**config.mk**
```make
export PLATFORM = sky130hd
export DESIGN_NAME = refcounted_buffer_pool_unit
export DESIGN_NICKNAME = d
export VERILOG_FILES = /design/src/hdl/rbp_pkg.sv /design/src/hdl/refcounted_buffer_pool_unit.sv
export SDC_FILE = /design/constraint.sdc
export NUM_CORES = 1
export LEC_CHECK = 0
export BUFFER_PORTS_ARGS = -buffer_cell sky130_fd_sc_hd__buf_2
export CORE_MARGIN = 4
export CORE_UTILIZATION = 53
export DETAILED_ROUTE_END_ITERATION = 8
export PLACE_DENSITY = 0.69
export SLEW_MARGIN = 40
export SYNTH_ARGS = -nofsm -noshare
export SYNTH_HDL_FRONTEND = slang
export SYNTH_SLANG_ARGS = --single-unit
```
**constraint.sdc**
```tcl
create_clock -name clock -period 14.5 [get_ports clock]
set_clock_uncertainty 0.05 [all_clocks]
set_input_delay 0 -clock clock [delete_from_list [all_inputs] [get_ports clock]]
set_output_delay 0 -clock clock [all_outputs]
set_load 0.05 [all_outputs]
```
**src/hdl/rbp_pkg.sv**
```systemverilog
`timescale 1ns / 1ps
// ----------------------------------------------------------------------------
// Buffer pool package
// Sizes, field types and codes shared by the reference-counted buffer pool.
// ----------------------------------------------------------------------------
package rbp_pkg;

   localparam int NUM_BUFFERS = 64;
   localparam int COUNT_BITS  = 8;
   localparam int IDX_W       = $clog2(NUM_BUFFERS);
   localparam int TOP_W       = $clog2(NUM_BUFFERS + 1);

   typedef logic [IDX_W-1:0]      idx_type;
   typedef logic [TOP_W-1:0]      top_type;
   typedef logic [COUNT_BITS-1:0] count_type;

   typedef enum logic [1:0] {
      OP_ALLOC  = 2'd0,
      OP_ADDREF = 2'd1,
      OP_DROP   = 2'd2,
      OP_NONE   = 2'd3
   } op_type;

   typedef enum logic [1:0] {
      STAT_OK        = 2'd0,
      STAT_EMPTY     = 2'd1,
      STAT_NOT_ALLOC = 2'd2,
      STAT_OVERFLOW  = 2'd3
   } status_type;

   localparam count_type COUNT_MAX  = {COUNT_BITS{1'b1}};
   localparam count_type COUNT_ONE  = count_type'(1);
   localparam top_type   TOP_FULL   = top_type'(NUM_BUFFERS);

endpackage

```
**src/hdl/refcounted_buffer_pool_unit.sv**
```systemverilog
`timescale 1ns / 1ps
// ----------------------------------------------------------------------------
// Reference-counted buffer pool
// LIFO free stack plus one reference count per buffer, both held in
// single-port synchronous memories.
// ----------------------------------------------------------------------------
// Each transaction has two steps: on accept, the count memory is read at the
// requested index and the free stack at its top; in the exec state, once the
// result register can take a result, both memories are modified and written
// back and the result register is loaded. A new transaction is accepted while
// a result waits on rsp_stall; req_stall holds off the next request until the
// current one has written back. Per-entry valid bits give the reset contents
// at once, so no clearing pass follows reset. Allocate pops the most recently
// freed index and sets its count to one; add and drop adjust the count, a drop
// to zero pushes the buffer back; requests on a free buffer or at the count
// limit are flagged and change nothing.
module refcounted_buffer_pool_unit (
   input  logic                   clock,
   input  logic                   reset,
   input  logic                   req_valid,
   output logic                   req_stall,
   input  rbp_pkg::op_type        req_op,
   input  rbp_pkg::idx_type       req_buffer_index,
   output logic                   rsp_valid,
   input  logic                   rsp_stall,
   output rbp_pkg::status_type    rsp_status,
   output rbp_pkg::idx_type       rsp_granted_index,
   output logic                   rsp_freed,
   output rbp_pkg::top_type       rsp_free_count,
   output rbp_pkg::count_type     rsp_ref_count
);
   import rbp_pkg::*;

   typedef enum logic [1:0] {
      S_IDLE = 2'b01,
      S_EXEC = 2'b10
   } state_type;

   state_type  state_ff, state_in;

   count_type  cnt_mem_ff [NUM_BUFFERS];
   idx_type    stk_mem_ff [NUM_BUFFERS];
   logic [NUM_BUFFERS-1:0] cnt_vld_ff, cnt_vld_in;
   logic [NUM_BUFFERS-1:0] stk_vld_ff, stk_vld_in;
   top_type    top_ff, top_in;

   op_type     op_ff;
   idx_type    idx_ff;
   idx_type    slot_ff;
   count_type  cnt_rd_ff;
   logic       cnt_rd_vld_ff;
   idx_type    stk_rd_ff;
   logic       stk_rd_vld_ff;

   logic       rsp_valid_ff, rsp_valid_in;
   status_type rsp_status_ff, rsp_status_in;
   idx_type    rsp_granted_ff, rsp_granted_in;
   logic       rsp_freed_ff, rsp_freed_in;
   count_type  rsp_count_ff, rsp_count_in;
   top_type    free_cnt_ff;

   logic       accept;
   logic       finish;
   idx_type    rd_slot;
   count_type  cur_count;
   idx_type    got;
   logic       cnt_we;
   idx_type    cnt_waddr;
   count_type  cnt_wdata;
   logic       stk_we;
   idx_type    stk_waddr;
   count_type  new_count;

   assign req_stall = (state_ff != S_IDLE);
   assign accept    = req_valid && !req_stall;
   assign finish    = (state_ff == S_EXEC) && (!rsp_valid_ff || !rsp_stall);
   assign rd_slot   = idx_type'(top_ff - top_type'(1));

   assign cur_count = cnt_rd_vld_ff ? cnt_rd_ff : '0;
   assign got       = stk_rd_vld_ff ? stk_rd_ff : slot_ff;

   always_comb begin
      state_in       = state_ff;
      top_in         = top_ff;
      cnt_vld_in     = cnt_vld_ff;
      stk_vld_in     = stk_vld_ff;
      rsp_valid_in   = rsp_valid_ff && rsp_stall;
      rsp_status_in  = rsp_status_ff;
      rsp_granted_in = rsp_granted_ff;
      rsp_freed_in   = rsp_freed_ff;
      rsp_count_in   = rsp_count_ff;
      cnt_we         = 1'b0;
      cnt_waddr      = idx_ff;
      cnt_wdata      = cur_count;
      stk_we         = 1'b0;
      stk_waddr      = idx_type'(top_ff);
      new_count      = cur_count;
      case (state_ff)
         S_IDLE: begin
            if (accept) begin
               state_in = S_EXEC;
            end
         end
         S_EXEC: begin
            if (finish) begin
               state_in       = S_IDLE;
               rsp_valid_in   = 1'b1;
               rsp_status_in  = STAT_OK;
               rsp_granted_in = idx_ff;
               rsp_freed_in   = 1'b0;
               rsp_count_in   = cur_count;
               case (op_ff)
                  OP_ALLOC: begin
                     rsp_count_in = '0;
                     if (top_ff == '0) begin
                        rsp_status_in = STAT_EMPTY;
                     end else begin
                        top_in         = top_ff - top_type'(1);
                        cnt_we         = 1'b1;
                        cnt_waddr      = got;
                        cnt_wdata      = COUNT_ONE;
                        rsp_granted_in = got;
                        rsp_count_in   = COUNT_ONE;
                     end
                  end
                  OP_ADDREF: begin
                     if (cur_count == '0) begin
                        rsp_status_in = STAT_NOT_ALLOC;
                     end else if (cur_count == COUNT_MAX) begin
                        rsp_status_in = STAT_OVERFLOW;
                     end else begin
                        new_count    = cur_count + COUNT_ONE;
                        cnt_we       = 1'b1;
                        cnt_wdata    = new_count;
                        rsp_count_in = new_count;
                     end
                  end
                  OP_DROP: begin
                     if (cur_count == '0) begin
                        rsp_status_in = STAT_NOT_ALLOC;
                     end else begin
                        new_count    = cur_count - COUNT_ONE;
                        cnt_we       = 1'b1;
                        cnt_wdata    = new_count;
                        rsp_count_in = new_count;
                        if ((new_count == '0) && (top_ff < TOP_FULL)) begin
                           stk_we       = 1'b1;
                           top_in       = top_ff + top_type'(1);
                           rsp_freed_in = 1'b1;
                        end
                     end
                  end
                  default: begin
                  end
               endcase
               if (cnt_we) begin
                  cnt_vld_in[cnt_waddr] = 1'b1;
               end
               if (stk_we) begin
                  stk_vld_in[stk_waddr] = 1'b1;
               end
            end
         end
         default: begin
            state_in = S_IDLE;
         end
      endcase
   end

   always_ff @(posedge clock) begin
      if (reset) begin
         state_ff     <= S_IDLE;
         top_ff       <= TOP_FULL;
         cnt_vld_ff   <= '0;
         stk_vld_ff   <= '0;
         rsp_valid_ff <= 1'b0;
      end else begin
         state_ff     <= state_in;
         top_ff       <= top_in;
         cnt_vld_ff   <= cnt_vld_in;
         stk_vld_ff   <= stk_vld_in;
         rsp_valid_ff <= rsp_valid_in;
      end
   end

   always_ff @(posedge clock) begin
      if (accept) begin
         op_ff         <= req_op;
         idx_ff        <= req_buffer_index;
         slot_ff       <= rd_slot;
         cnt_rd_ff     <= cnt_mem_ff[req_buffer_index];
         cnt_rd_vld_ff <= cnt_vld_ff[req_buffer_index];
         stk_rd_ff     <= stk_mem_ff[rd_slot];
         stk_rd_vld_ff <= stk_vld_ff[rd_slot];
      end
      if (cnt_we) begin
         cnt_mem_ff[cnt_waddr] <= cnt_wdata;
      end
      if (stk_we) begin
         stk_mem_ff[stk_waddr] <= idx_ff;
      end
   end

   always_ff @(posedge clock) begin
      rsp_status_ff  <= rsp_status_in;
      rsp_granted_ff <= rsp_granted_in;
      rsp_freed_ff   <= rsp_freed_in;
      rsp_count_ff   <= rsp_count_in;
   end

   assign rsp_valid         = rsp_valid_ff;
   assign rsp_status        = rsp_status_ff;
   assign rsp_granted_index = rsp_granted_ff;
   assign rsp_freed         = rsp_freed_ff;
   assign rsp_ref_count     = rsp_count_ff;

   // Free count after the transaction equals the stack top at result load.
   always_ff @(posedge clock) begin
      if (finish) begin
         free_cnt_ff <= top_in;
      end
   end
   assign rsp_free_count = free_cnt_ff;

endmodule

```
==> results of run 1 <==
-- cell usage after synthesis, types with 3 or more instances --
library cell  number
inv_1             23
dfxtp_1          138
ha_1               5
buf_2             13
a21oi_1           52
nor3_1            15
nor2b_1            9
mux2i_1            4
o22ai_1            7
nand4_1            8
o211ai_1           3
and3_1            17
nand3_1           47
a211oi_1           3
o31ai_1            8
a31oi_1           30
clkbuf_1          98
o2bb2ai_1         89
a22oi_1           30
buf_1             43
nand2_1          205
o221ai_1           7
xnor2_1            6
mux4_2           292
or4_1              3
o21ai_0           39
mux2_2             7
o41ai_1            3
or2_2              5
nor2_1           214
o21a_1             3
nand2b_1          10
nor4_2             3
and2_1            12
edfxtp_1         950
or3_1              6
o31a_1             4
nor4_1             8
-- state kept, by name, indices dropped and copies added, names as in the netlist, 2 cells and up --
name,count
rsp_granted_index,6
cnt_mem_ff,512
rsp_ref_count,8
idx_ff,6
stk_mem_ff,384
state_ff,2
stk_vld_ff,64
rsp_status,2
cnt_rd_ff,8
top_ff,7
stk_rd_ff,6
op_ff,2
slot_ff,6
cnt_vld_ff,64
rsp_free_count,7
-- worst paths after layout --
kind,depth (start not counted),end,slack [ns]
min reg2reg,1,cnt_vld_ff[7]$_SDFFE_PP0P_,0.41
max,9,stk_mem_ff[12][4]$_DFFE_PP_,9.21
min,2,op_ff[1]$_DFFE_PP_,0.04
max reg2reg,9,stk_mem_ff[12][4]$_DFFE_PP_,9.21
-- cell type report --
type                       count  area share (%)
sequential                  1088            64.2
inverter                      24           0.193
clock inverter                78            1.67
timing repair buffer          88            1.47
tap                         1060            2.72
clock buffer                 120            5.63
multi-input combinational   1192            24.1
-- stage by stage --
stage | hold slack (ns) | cells | util, % | setup WS (ns)
6_report | 0.0365 | 3650 | 60.2 | 9.21
5_1_grt | 0.0220 | 3650 | 60.2 | 9.02
4_1_cts | 0.00705 | 3645 | 60.1 | 9.29
3_5_place_dp | 0.128 | 3435 | 55.5 | 9.34
3_3_place_gp | 0.142 | 3433 | 55.4 | 9.56
2_1_floorplan | 0.0489 | 2460 | - | 9.08
-- critical path, cell delays in order (launching register included) --
cell,delay (ns)
edfxtp_1,0.66
and2_1,0.30
inv_1,0.15
ha_1,0.29
or3b_4,0.42
o31a_1,0.24
or4b_1,0.76
nor3_2,0.57
nand3_1,0.77
nor2_1,0.68
-- kinds of logic (layout without fill, tap and decap cells) --
kind of cell,after synthesis,after routing,share of synthesized area (%)
XOR/XNOR,8,8,0.161
flip-flops,1088,1088,71.9
AO/OA/AOI/OAI,297,297,4.87
buffers and inverters,180,310,1.62
adder cells (fa/ha/maj),5,5,0.144
AND/OR/NAND/NOR,579,579,5.91
multiplexers,303,303,15.4
-- power by group --
group | internal [mW] | leakage, nW | switching, mW
clock network | 1.59 | 1.71 | 1.20
logic | 0.0993 | 3.81 | 0.211
registers | 3.42 | 9.74 | 0.0126
-- metal layers --
metal | GRT usage, % | vias up | wire, um
li1 | - | 9980 | -
met1 | 35.7 | 12300 | 42600
met2 | 38.0 | 1314 | 49200
met3 | 4.73 | 176 | 10200
met4 | 6.60 | 2 | 2390
met5 | 0 | - | 8
==> impl_metrics.ini, run 1 <==
[outcome]
status = complete, no violations

[yosys]
netlist_instances = 2460
avgSynthCellArea_sq_um = 17.7
yosysWarningCount = 0
yosys.area.top_type = edfxtp_1
synth_cell_types = 68
syn_nets = 2477
synth_seq_cells = 1088
netlist.area_leader.share_pct = 65.6
yosys_most_used_dff = edfxtp_1
synth_edf_count = 950
syn_area_sq_um = 43500
ys_seq_area_share_pct = 71.9
ys_top_cells_by_area = edfxtp_1, mux4_2, dfxtp_1
async_flop_share_pct = 0

[die]
rows = 104
die-area_sq_um = 86800
die_h_um = 295
core-area_sq_um = 80900
io_pins = 38
initial_core_util_pct = 53.8
die_x_um = 295

[final_layout]
drive_above_1_share_pct = 22.9
regArea_sq_um = 31300
design_area_sq_um = 48700
num_antenna_cells = 0
syn_to_final_growth_pct = 12.0
fillers = 5694
multi_input_area_sq_um = 11800
most-common-layout-cells = edfxtp_1, mux4_2, nor2_1
final_common_cell = edfxtp_1
nNetsFinal = 2515

[worst_setup_path]
crit_path_start = cnt_rd_vld_ff$_DFFE_PP_
cp.required_ns = 14.73
cp-start-kind = flip-flop
critPathKind = reg2reg
cp_max_fo = 21
r2r_start = cnt_rd_vld_ff$_DFFE_PP_
arrival_ns = 5.51
endpoint_kind = flip-flop

[timing]
slew_viol_final = 0
slew-limit-headroom_pct = 40.2
finalWorstPathRequiredPeriod_ns = 5.29
grt_setup_unrepaired = no
hold_viol = 0
tightestPinTransition_ns = 0.895
finalSetupTns_ns = 0
timing.final.crit_share_pct = 36.5
setup_viol = 0
fmax_mhz = 189

[grt]
grt_pass1_vias = 23704
grt_usage_pct = 24.3
antenna_found_initial = 3
grt_pass1_wl_um = 156000
grt_max_degree = 99
grt_overflow = 0

[clock_network]
cts_max_level = 3
postCtsHoldBufs = 12
cts_tree = yes
post-cts-setup-buffer-count = 0
insertion_delay_ns = 0.66
cts_num_sinks = 1088
path_clk_slew_ns = 0.06
cts_made_buffers = 104
cts_resized = 0
cts_root_buf = clkbuf_16
clockBufferDepth = 3

[power]
power_leakage_nw = 15.3
cellPowerDensity_nw_per_um2 = 134
ir_worst_vdd_v = 0.000114
p_total_mw = 6.53

[detailed_routing]
drc = 0
drtIter0Drc = 3036
drt_pass1_iterations = 6
ant_nets = 0
vias_per_cell = 6.51
wl_um = 104000
vias = 23772
wire_per_inst_um = 28.6

[place]
place.gp.congestion = 0.867
io_buffer_count = 37
place_area_sq_um = 44900
dp_hpwl_um = 62100

[run]
drv_cap = 0

[worst_hold_path]
hp-class = in2reg
min-delay-start = req_op[1]
Power figures use the tool's default switching activity.
==> inputs of run 2 (changes only) <==
Settings changed: PLACE_DENSITY 0.69 to 0.71.
Clock period 14.5 ns to 4.3 ns, I/O delays scaled along.
==> impl_metrics.ini, run 2 (synthesis gave the netlist of run 1 again) <==
[outcome]
status = complete, no violations

[final_layout]
regArea_sq_um = 31300
num_antenna_cells = 0
fillers = 5583
largestRegisters = cnt_mem_ff: 512 flops, stk_mem_ff: 384 flops
nNetsFinal = 2617
multi_input_area_sq_um = 11700
drive_above_1_share_pct = 25.1
largest_reg_flops = 512
final_common_cell = edfxtp_1
most-common-layout-cells = edfxtp_1, mux4_2, nor2_1
largest_register = cnt_mem_ff
syn_to_final_growth_pct = 14.2

[timing]
finalWorstPathRequiredPeriod_ns = 4.23
grt_setup_unrepaired = yes
slew_viol_final = 0
setup_viol = 0
timing.final.crit_share_pct = 98.4
slew-limit-headroom_pct = 40.5
tightestPinTransition_ns = 0.893
fmax_mhz = 236
timing.hold.ws_ns = 0.0374
hold_viol = 0

[power]
power_leakage_nw = 15.8
ir_worst_vdd_v = 0.000336
p_total_mw = 22.4
cellPowerDensity_nw_per_um2 = 451

[grt]
grt_max_degree = 74
grt_pass1_vias = 23960
grt_overflow = 0
grt_usage_pct = 23.2
antenna_found_initial = 0
grt_pass1_wl_um = 152000

[worst_hold_path]
hp-class = in2reg

[clock_network]
cts_made_buffers = 105
cts_root_buf = clkbuf_16
cts_max_level = 3
cts_num_sinks = 1088
insertion_delay_ns = 0.68
cts_tree = yes
clockBufferDepth = 3
path_clk_slew_ns = 0.07

[detailed_routing]
drt_pass1_iterations = 6
wire_per_inst_um = 26.4
ant_nets = 0
drtIter0Drc = 2946
drc = 0
wl_um = 98900
vias_per_cell = 6.36
vias = 23834

[worst_setup_path]
critPathKind = reg2reg
reg2reg_slack_ns = 0.07
cp_max_fo = 9
arrival_ns = 4.49
cp.required_ns = 4.56
endpoint_kind = flip-flop
cp-start-kind = flip-flop

[place]
dp_hpwl_um = 60700
place.gp.congestion = 0.864
io_buffer_count = 37

[die]
die_h_um = 295
die_x_um = 295
rows = 104
die-area_sq_um = 86800
core-area_sq_um = 80900
initial_core_util_pct = 53.8
io_pins = 38

[run]
drv_cap = 0
-- run 2: changes by cell type in the layout (fill, tap and decap cells not counted), moves of 6 or more --
cell / previous run / this run
buf_6: 10 / 1
clkinv_1: 16 / 22
buf_4: 23 / 125
bufinv_16: 12 / 20
inv_6: 9 / 2
clkinvlp_4: 15 / 7
-- run 2: stage by stage --
stage | setup TNS [ns] | setup slack [ns] | util (%) | cell area, sq um | std cells
after global placement | 0 | 0.259 | 56.4 | 45700 | 3533
after global routing | -0.582 | -0.0631 | 61.4 | 49700 | 3749
after CTS | 0 | 0.0623 | 61.3 | 49700 | 3747
after floorplan | -136.90 | -0.431 | - | 43500 | 2460
final | 0 | 0.0688 | 61.4 | 49700 | 3749
after detailed placement | 0 | 0.0771 | 56.6 | 45800 | 3539
-- run 2: worst max-delay path, stage by stage, from the launching register on --
cell,delay [ns]
edfxtp_1,0.43
and2_1,0.23
inv_1,0.16
ha_1,0.20
or3b_4,0.40
o31a_1,0.25
or4b_1,0.59
or2_1,0.39
or3_1,0.64
nor2_1,0.54
-- run 2: path summary, 6_finish.rpt --
check / endpoint / depth (start not counted) / startpoint
setup / recovery: stk_mem_ff[23][5]$_DFFE_PP_ / 9 / cnt_rd_ff[1]$_DFFE_PP_
hold / removal: idx_ff[2]$_DFFE_PP_ / 2 / req_buffer_index[2]
hold reg to reg: cnt_vld_ff[16]$_SDFFE_PP0P_ / 1 / cnt_vld_ff[16]$_SDFFE_PP0P_
setup reg to reg: stk_mem_ff[23][5]$_DFFE_PP_ / 9 / cnt_rd_ff[1]$_DFFE_PP_
-- run 2: layer usage --
metal / up-vias / wire length (um) / global-route usage, %
met3: 183 / 9050 / 4.64
met5: - / 0 / 0
met2: 1266 / 46100 / 35.7
met4: 0 / 2440 / 6.18
met1: 12216 / 41300 / 34.6
li1: 10169 / - / -
-- run 2: timing repair --
action,in CTS,in global routing
setup endpoints to repair,0,24
buffers inserted,0,0
hold buffers,12,0
endpoints found under the hold margin,106,0
gates resized for setup,0,1
-- run 2: where the power goes --
group	switching [mW]	leakage (nW)	internal, mW
Sequential	0.0311	9.74	11.5
Combinational	0.692	4.28	0.361
Clock	3.95	1.80	5.84
-- run 2: cell type report --
cell class / instances / area share [%]
inverter: 24 / 0.186
clock buffer: 122 / 5.56
multi-input combinational: 1192 / 23.5
clock inverter: 74 / 1.97
timing repair buffer: 189 / 3.13
tap: 1060 / 2.67
sequential: 1088 / 63.0
